[src/sv/vcf_pkg.sv]
// vcf_pkg: shared widths, register map, micro-op codes, microcode rom and
// saturating arithmetic helpers for the vertical complementary fusion block
// no dependencies
package vcf_pkg;

  localparam int DATA_W            = 32;
  localparam int DT_W              = 16;
  localparam int WARM_W            = 10;
  localparam int TAP_W             = 3;
  localparam int HISTORY_DEPTH_DEF = 8;
  localparam int OPND_W            = 34;  // widest multiplier operand (2*v + dv)
  localparam int MULB_W            = 33;  // unsigned 32-bit gain as signed
  localparam int PROD_W            = OPND_W + MULB_W;
  localparam int CFG_AW            = 5;
  localparam int CFG_DW            = 32;
  localparam int UC_AW             = 5;

  localparam logic [WARM_W-1:0] WARMUP_RST   = 10'd500;
  localparam logic [DATA_W-1:0] GAIN_ACC_RST = 32'd2427;
  localparam logic [DATA_W-1:0] GAIN_VEL_RST = 32'd21845;
  localparam logic [DATA_W-1:0] GAIN_POS_RST = 32'd65536;
  localparam logic [TAP_W-1:0]  TAP_RST      = 3'd2;

  localparam logic signed [DATA_W-1:0] SAT_MAX = {1'b0, {(DATA_W-1){1'b1}}};
  localparam logic signed [DATA_W-1:0] SAT_MIN = {1'b1, {(DATA_W-1){1'b0}}};

  typedef enum logic [2:0] {
    REG_WARMUP   = 3'd0,
    REG_GAIN_ACC = 3'd1,
    REG_GAIN_VEL = 3'd2,
    REG_GAIN_POS = 3'd3,
    REG_TAP      = 3'd4
  } cfg_reg_t;

  typedef enum logic [1:0] {
    MA_ERR  = 2'd0,
    MA_TMP  = 2'd1,
    MA_OPND = 2'd2
  } mul_a_t;

  typedef enum logic [1:0] {
    MB_GA = 2'd0,
    MB_GV = 2'd1,
    MB_GP = 2'd2,
    MB_DT = 2'd3
  } mul_b_t;

  typedef enum logic [3:0] {
    OP_NONE  = 4'd0,
    OP_ERR   = 4'd1,
    OP_ACORR = 4'd2,
    OP_VCORR = 4'd3,
    OP_PCORR = 4'd4,
    OP_CA    = 4'd5,
    OP_DVSUM = 4'd6,
    OP_DV    = 4'd7,
    OP_FVEL  = 4'd8,
    OP_RPOS  = 4'd9,
    OP_POS   = 4'd10
  } alu_op_t;

  typedef enum logic [1:0] {
    SQ_NEXT    = 2'd0,
    SQ_BR_WARM = 2'd1,
    SQ_DONE    = 2'd2
  } seq_op_t;

  typedef struct packed {
    logic             mul_en;
    mul_a_t           mul_a;
    mul_b_t           mul_b;
    logic             rnd_en;
    logic             rnd17;
    alu_op_t          op;
    seq_op_t          sq;
    logic [UC_AW-1:0] tgt;
  } ctl_t;

  localparam logic [UC_AW-1:0] UC_SKIP = 5'd16;

  function automatic ctl_t mk(input logic mul_en, input mul_a_t a, input mul_b_t b,
                              input logic rnd_en, input logic rnd17, input alu_op_t op,
                              input seq_op_t sq, input logic [UC_AW-1:0] tgt);
    ctl_t w;
    w.mul_en = mul_en;
    w.mul_a  = a;
    w.mul_b  = b;
    w.rnd_en = rnd_en;
    w.rnd17  = rnd17;
    w.op     = op;
    w.sq     = sq;
    w.tgt    = tgt;
    return w;
  endfunction

  // microcode: multiply, round/saturate and the state update unit overlap
  function automatic ctl_t ucode(input logic [UC_AW-1:0] step);
    ctl_t w;
    case (step)
      5'd0:    w = mk(1'b0, MA_ERR,  MB_GA, 1'b0, 1'b0, OP_ERR,   SQ_BR_WARM, UC_SKIP);
      5'd1:    w = mk(1'b1, MA_ERR,  MB_GA, 1'b0, 1'b0, OP_NONE,  SQ_NEXT, '0);
      5'd2:    w = mk(1'b0, MA_ERR,  MB_GA, 1'b1, 1'b0, OP_NONE,  SQ_NEXT, '0);
      5'd3:    w = mk(1'b1, MA_TMP,  MB_DT, 1'b0, 1'b0, OP_NONE,  SQ_NEXT, '0);
      5'd4:    w = mk(1'b0, MA_ERR,  MB_GA, 1'b1, 1'b0, OP_NONE,  SQ_NEXT, '0);
      5'd5:    w = mk(1'b1, MA_ERR,  MB_GV, 1'b0, 1'b0, OP_ACORR, SQ_NEXT, '0);
      5'd6:    w = mk(1'b0, MA_ERR,  MB_GA, 1'b1, 1'b0, OP_CA,    SQ_NEXT, '0);
      5'd7:    w = mk(1'b1, MA_TMP,  MB_DT, 1'b0, 1'b0, OP_DVSUM, SQ_NEXT, '0);
      5'd8:    w = mk(1'b1, MA_OPND, MB_DT, 1'b1, 1'b0, OP_NONE,  SQ_NEXT, '0);
      5'd9:    w = mk(1'b1, MA_ERR,  MB_GP, 1'b1, 1'b1, OP_VCORR, SQ_NEXT, '0);
      5'd10:   w = mk(1'b0, MA_ERR,  MB_GA, 1'b1, 1'b0, OP_DV,    SQ_NEXT, '0);
      5'd11:   w = mk(1'b1, MA_TMP,  MB_DT, 1'b0, 1'b0, OP_FVEL,  SQ_NEXT, '0);
      5'd12:   w = mk(1'b1, MA_OPND, MB_DT, 1'b1, 1'b0, OP_NONE,  SQ_NEXT, '0);
      5'd13:   w = mk(1'b0, MA_ERR,  MB_GA, 1'b1, 1'b1, OP_PCORR, SQ_NEXT, '0);
      5'd14:   w = mk(1'b0, MA_ERR,  MB_GA, 1'b0, 1'b0, OP_RPOS,  SQ_NEXT, '0);
      5'd15:   w = mk(1'b0, MA_ERR,  MB_GA, 1'b0, 1'b0, OP_POS,   SQ_DONE, '0);
      5'd16:   w = mk(1'b0, MA_ERR,  MB_GA, 1'b0, 1'b0, OP_NONE,  SQ_DONE, '0);
      default: w = mk(1'b0, MA_ERR,  MB_GA, 1'b0, 1'b0, OP_NONE,  SQ_DONE, '0);
    endcase
    return w;
  endfunction

  // saturating 32-bit add or subtract
  function automatic logic signed [DATA_W-1:0] sat_add(input logic signed [DATA_W-1:0] a,
                                                       input logic signed [DATA_W-1:0] b,
                                                       input logic sub);
    logic [DATA_W:0] s;
    s = sub ? ({a[DATA_W-1], a} - {b[DATA_W-1], b}) : ({a[DATA_W-1], a} + {b[DATA_W-1], b});
    if (s[DATA_W] != s[DATA_W-1]) begin
      return s[DATA_W] ? SAT_MIN : SAT_MAX;
    end
    return s[DATA_W-1:0];
  endfunction

  function automatic logic signed [DATA_W-1:0] sat_wide(input logic signed [PROD_W-1:0] x);
    if (x[PROD_W-1:DATA_W-1] == {(PROD_W-DATA_W+1){x[PROD_W-1]}}) begin
      return x[DATA_W-1:0];
    end
    return x[PROD_W-1] ? SAT_MIN : SAT_MAX;
  endfunction

  // round half up, arithmetic shift by 16 or 17, saturate
  function automatic logic signed [DATA_W-1:0] rnd_sat(input logic signed [PROD_W-1:0] p,
                                                       input logic s17);
    logic signed [PROD_W-1:0] half;
    logic signed [PROD_W-1:0] y;
    half = '0;
    if (s17) begin
      half[16] = 1'b1;
    end else begin
      half[15] = 1'b1;
    end
    y = p + half;
    y = s17 ? (y >>> 17) : (y >>> 16);
    return sat_wide(y);
  endfunction

endpackage

[src/sv/vcf_useq.sv]
// vcf_useq: step counter and microcode rom sequencer for the fusion datapath
// depends on vcf_pkg (ctl_t, ucode)
module vcf_useq (
  input  logic          clk,
  input  logic          rst_n,
  input  logic          start,
  input  logic          warm,
  output vcf_pkg::ctl_t ctl,
  output logic          busy,
  output logic          done
);

  logic [vcf_pkg::UC_AW-1:0] pc_r;
  logic [vcf_pkg::UC_AW-1:0] pc_nxt;
  logic                      busy_r;
  logic                      busy_nxt;
  vcf_pkg::ctl_t             word;

  assign word = vcf_pkg::ucode(pc_r);

  always_comb begin
    pc_nxt   = pc_r;
    busy_nxt = busy_r;
    if (start) begin
      busy_nxt = 1'b1;
      pc_nxt   = '0;
    end else if (busy_r) begin
      case (word.sq)
        vcf_pkg::SQ_NEXT:    pc_nxt = pc_r + 1'b1;
        vcf_pkg::SQ_BR_WARM: pc_nxt = warm ? word.tgt : pc_r + 1'b1;
        vcf_pkg::SQ_DONE:    busy_nxt = 1'b0;
        default:             busy_nxt = 1'b0;
      endcase
    end
  end

  always_ff @(posedge clk) begin
    if (!rst_n) begin
      pc_r   <= '0;
      busy_r <= 1'b0;
    end else begin
      pc_r   <= pc_nxt;
      busy_r <= busy_nxt;
    end
  end

  assign ctl  = busy_r ? word : '0;
  assign busy = busy_r;
  assign done = busy_r && (word.sq == vcf_pkg::SQ_DONE);

endmodule

[config.mk]
export PLATFORM = sky130hd
export DESIGN_NAME = vcf_useq
export DESIGN_NICKNAME = d
export VERILOG_FILES = /design/src/sv/vcf_pkg.sv /design/src/sv/vcf_useq.sv
export SDC_FILE = /design/constraint.sdc
export NUM_CORES = 1
export LEC_CHECK = 0
export BUFFER_PORTS_ARGS = -buffer_cell sky130_fd_sc_hd__buf_2
export CORE_MARGIN = 2
export CORE_UTILIZATION = 53
export CTS_CLUSTER_SIZE = 14
export DETAILED_ROUTE_END_ITERATION = 12
export PLACE_DENSITY_LB_ADDON = 0.3
export SETUP_SLACK_MARGIN = 0.02
export SLEW_MARGIN = 5
export SYNTH_ARGS = -nofsm -noshare
export SYNTH_HDL_FRONTEND = slang
export SYNTH_SLANG_ARGS = --single-unit
export TNS_END_PERCENT = 50
[constraint.sdc]
create_clock -name clk -period 2.04 [get_ports clk]
set_input_delay 0.306 -clock clk [delete_from_list [all_inputs] [get_ports clk]]
set_output_delay 0.306 -clock clk [all_outputs]
set_load 0.05 [all_outputs]
Word-level counts from Yosys, hierarchy flattened
Memories as Yosys holds them, arrays and structs flattened. A register that Yosys moved wholly into a read port is not among the register bits.
Cells that the tools add are included.
- register bits: 6
- latch bits: 0
- memory bits (writable): 0
- memory bits (read-only): 448
- bits of input ports: 4
- word-level logic and storage cells: 21
- memories kept: 1
- memory list (memory ; depth ; width ; rd ports ; clocked after Yosys merged registers in ; wr ports ; RTL line ; RTL):
    (name not given) ; 32 ; 14 ; 1 ; 1 ; 0 ; vcf_pkg.sv:99 ; case (step)
- add/subtract/negate cells: 1
- multipliers: 0
- divide/modulo/power cells: 0
- order comparisons: 0
- equal/unequal tests: 2
- shifts and indexed selects: 0
- mux-type cells: 8
- bitwise gates (word level): 1
- reduce and logical (&&, ||, !) cells: 6
- operators with widths (operator ; number):
    $mux 18 ; 1
    $mux 5 ; 3
    $pmux 5 s2 ; 1
    $add 5x1->5 const B ; 1
    $reduce_or 2->1 ; 2
    $mux 1 ; 3
    $eq 2x1->1 const B ; 1
    $eq 2x2->1 const B ; 1
    $logic_not 2->1 ; 1
    $reduce_and 2->1 ; 1
    $reduce_bool 2->1 ; 1
    $logic_and 1x1->1 ; 1
    $not 1->1 ; 1

Depth between registers and ports, before layout
- word-level depth: 5
- depth in mapped cells: 9
- depth with buffers taken out: 8

Worst setup path after synthesis
No wires, ideal clock.
- kind: reg2reg
- from: reg busy_r (netlist: busy)
- to: reg word[8] (netlist name)
- library setup time: 88 ps
- arrival: 2152 ps
- required time: 1952 ps
- path slack: -200 ps
- stages on the path, launching flop included: 8
- period minus slack after synthesis: 2240 ps
- cells stage by stage: dfxtp_1 nand2b_1 buf_6 nor4b_1 a31o_2 ha_1 nand2b_1 a311oi_2
- word-level cells in the longest chain between the ends: 3
- ends and longest elaborated chain (item ; RTL line ; RTL):
    start, declared ; vcf_useq.sv:15 ; logic busy_r;
    start signal, assigned ; vcf_useq.sv:43 ; busy_r <= busy_nxt;
    $reduce_and 2->1 (no source line) ; -- ;
    $mux 5 (no source line) (2 in a row) ; -- ;
No other way between the ends.
A chain may end at the register's enable or synchronous reset.

Final worst setup path
- from: reg word[6] (netlist name)
- to: reg word[12] (netlist name)
- word-level cells in the longest chain between the ends: 5
- elaborated cells between the ends (all ways): 7
- ends and longest elaborated chain (item ; RTL line ; RTL):
    $eq 2x1->1 / $logic_not 2->1 (equally long branches) ; vcf_useq.sv:28 ; case (word.sq)
    $reduce_bool 2->1 (no source line) ; -- ;
    $reduce_and 2->1 (no source line) ; -- ;
    $mux 5 (no source line) (*) (2 in a row) ; -- ;
Every way passes the cells marked *; elsewhere a longest branch is shown, timed or not.

==> flow_summary.yaml <==
sta:
  fin_hold_ws_ps: 227
  setup_viol: 0
  fin_crit_sh: 0.927
  timing.fmax_mhz: 529
  period_minus_slack_ps: 1890
  final_max_slew_viol_count: 0
  rsz0062_at_grt: "no"
  tns_ps: 0
  hold_violations: 0
  fin_skew_ps: 1.97
floorplanning:
  start_util: 0.565
  die_w_um: 49.7
  rows: 16
  die_h_um: 49.7
  core-area_um2: 1960
  io_pins: 24
  die_area_um2: 2470
cts:
  tritoncts: "done"
  ctsHoldBuffers: 0
  cts_sinks: 19
  clk_path_buf_depth: 2
  clk_pin_slew_worst_paths_ps: 110
  cts.htree.levels: 1
  clkLatencyLatePin_ps: 310
  numCtsBuffers: 3
  cts-root-buf: "clkbuf_4"
synthesis:
  yosys-top-cells-area: "dfxtp_1 34%, and2_1 5.6%, ha_1 5.6%"
  netlist.area_leader.share: 0.343
  synth_compound_area_frac: 0.163
  syn_area_um2: 1110
  syn_inst: 126
  synth-edff-count: 0
  synthAdderAreaFrac: 0.0564
  muxShareOfSynthArea: 0.0181
  synthArstFlopShare: 0
  synthFlopType: "dfxtp_1"
  syn_area_per_cell_um2: 8.80
  ys_ff_latch: 19
  yosysSeqAreaShare: 0.343
  synth_top_family_by_area: "simple AND/OR/NAND/NOR gates"
  synth_cell_types: 43
  synthXorXnorAreaFrac: 0.0158
  ys_warn_count: 0
  synth_top_area_cell: "dfxtp_1"
  yosys.area_share.simple: 0.291
power:
  p_leak_uw: 0.000579
  p_clk_frac: 0.291
  sequentialPowerShare: 0.557
  powerDensity_nw_per_um2: 549
  ir_worst_vdd_uv: 526
  p_int_uw: 480
  p_comb_frac: 0.152
  switching_share: 0.301
  p_sw_uw: 207
  total_power_uw: 687
critical_path:
  cp.required_ps: 2260
  setup.worst_path.start: "word[6]$_SDFF_PP1_"
  rr_worst_depth: 6
  cp_cell_sequence: "nand2b_1, or3_1, a21o_2, clkinv_8, nand3_2, a41oi_1"
  r2r_start: "word[6]$_SDFF_PP1_"
  cp_max_fo: 10
  critical_path.max_stage_delay_ps: 410
  worst-setup-path-type: "flip-flop to flip-flop"
  end_kind: "flip-flop"
  critPathLaunchType: "flip-flop"
  cp_slowest_cell: "or3_1"
  critPathArrivalTime_ps: 2110
run_status:
  status: "finished clean"
cells_and_area:
  fill_cells: 179
  drive_above_1_share: 0.331
  syn2layout_area_growth_pct: 12.9
  final_common_cell: "buf_2"
  final_cell_mix: "19 x buf_2, 17 x dfxtp_1, 12 x nand2_1"
  nNetsFinal: 158
  fin_area_um2: 1250
  diodes: 0
  stdcell_count: 175
global_route:
  grt_max_degree: 16
  grt_first_pass_wirelength_mm: 3.93
  use_met1: 0.284
  grtUsageMet3: 0.0303
  busiest_layer: "met2"
  grt_pass1_vias: 881
  antenna_found_initial: 0
  grt_overflow_total: 0
  grt_usage: 0.213
  met2_usage: 0.322
route:
  drtPass1Iterations: 4
  routed-via-count: 953
  drt_iter0_drc: 20
  route.detailed.drc: 0
  ant_nets: 0
  wire_per_inst_um: 12.8
  totalWireLength_mm: 2.24
  vias_per_cell: 5.45
min_path:
  min-delay-start: "rst_n"
  timing.hold.worst_path_depth: 2
  hold_path.class: "input port to flip-flop"
placement:
  placedInstanceArea_um2: 1210
  gp_congestion: 0.871
  place.detailed.hpwl_mm: 1.68
  portBuffers: 19
  placed_cells: 171
job:
  cap_violations: 0
critical path: cells and delay by family, from the launching register on:
| kind | cells | cell delay (ps) |
|---|---|---|
| AOI/OAI and AO/OA | 2 | 600 |
| buffers and inverters | 1 | 100 |
| DFF | 1 | 350 |
| and+or+nand+nor | 3 | 750 |
power groups by stage:
| stage | Sequential, uW | Clock (uW) | Combinational (uW) |
|---|---|---|---|
| 4_1_cts | 382 | 201 | 104 |
| 2_1_floorplan | 395 | 0 | 86.3 |
| 6_report | 383 | 200 | 105 |
| 3_5_place_dp | 391 | 0 | 103 |
| 5_1_grt | 384 | 216 | 113 |
| 3_3_place_gp | 390 | 0 | 102 |
sequential cells by signal, summed over array words and instances, names as in the netlist:
signal and count:
pc_r 5, word 13, busy 1
cell type report:
class,count,area (um2),area share
Clock buffer,3,22.5,0.0180
Clock inverter,1,5.00,0.00400
Inverter,7,38.8,0.0310
Multi-Input combinational cell,93,626,0.500
Sequential cell,19,385,0.308
Tap cell,27,33.8,0.0270
Timing Repair Buffer,25,140,0.112
final timing paths:
check / end / slack (ps)
setup / recovery: word[12]$_SDFF_PP0_ / 150
hold reg to reg: pc_r[0]$_SDFFE_PP0N_ / 580
hold / removal: busy$_SDFF_PN0_ / 230
setup reg to reg: word[12]$_SDFF_PP0_ / 150
through the flow:
stage,util,setup WS (ps)
2_1_floorplan,-,115
3_3_place_gp,0.619,155
3_5_place_dp,0.619,78.9
4_1_cts,0.633,52.1
5_1_grt,0.638,26.7
6_report,0.638,149
kinds of logic (layout without fill, tap and decap cells):
kind of cell	after synthesis	count (layout)
AOI/OAI and AO/OA	24	24
adders and majority gates	5	5
muxes	2	2
other	1	4
DFF	19	19
buffers and inverters	17	36
xor gates and xnor gates	2	2
and+or+nand+nor	56	56
synth_stat cells, drive strengths merged (2+ instances only):
| library cell | n |
|---|---|
| inv | 6 |
| a31oi | 2 |
| o21ai | 3 |
| a31o | 3 |
| ha | 5 |
| nand3 | 8 |
| xor2 | 2 |
| a21oi | 6 |
| buf | 8 |
| nor2 | 5 |
| nand2 | 12 |
| and2b | 2 |
| dfxtp | 19 |
| nand4 | 2 |
| and2 | 14 |
| clkbuf | 2 |
| a21o | 2 |
| mux2i | 2 |
| and3 | 2 |
| a311oi | 2 |
| nand2b | 4 |
metal layers:
layer  vias to the layer above  routed length, um
met2                        31               1060
met1                       442                999
met4                         0                 74
li1                        471                  -
met5                         -                  0
met3                         9                101
timing repair:
action / in CTS / in global routing
setup buffers: 0 / 0
gates resized for setup: 0 / 3
setup endpoints to repair: 0 / 7
(Power assumes the default switching activity.)
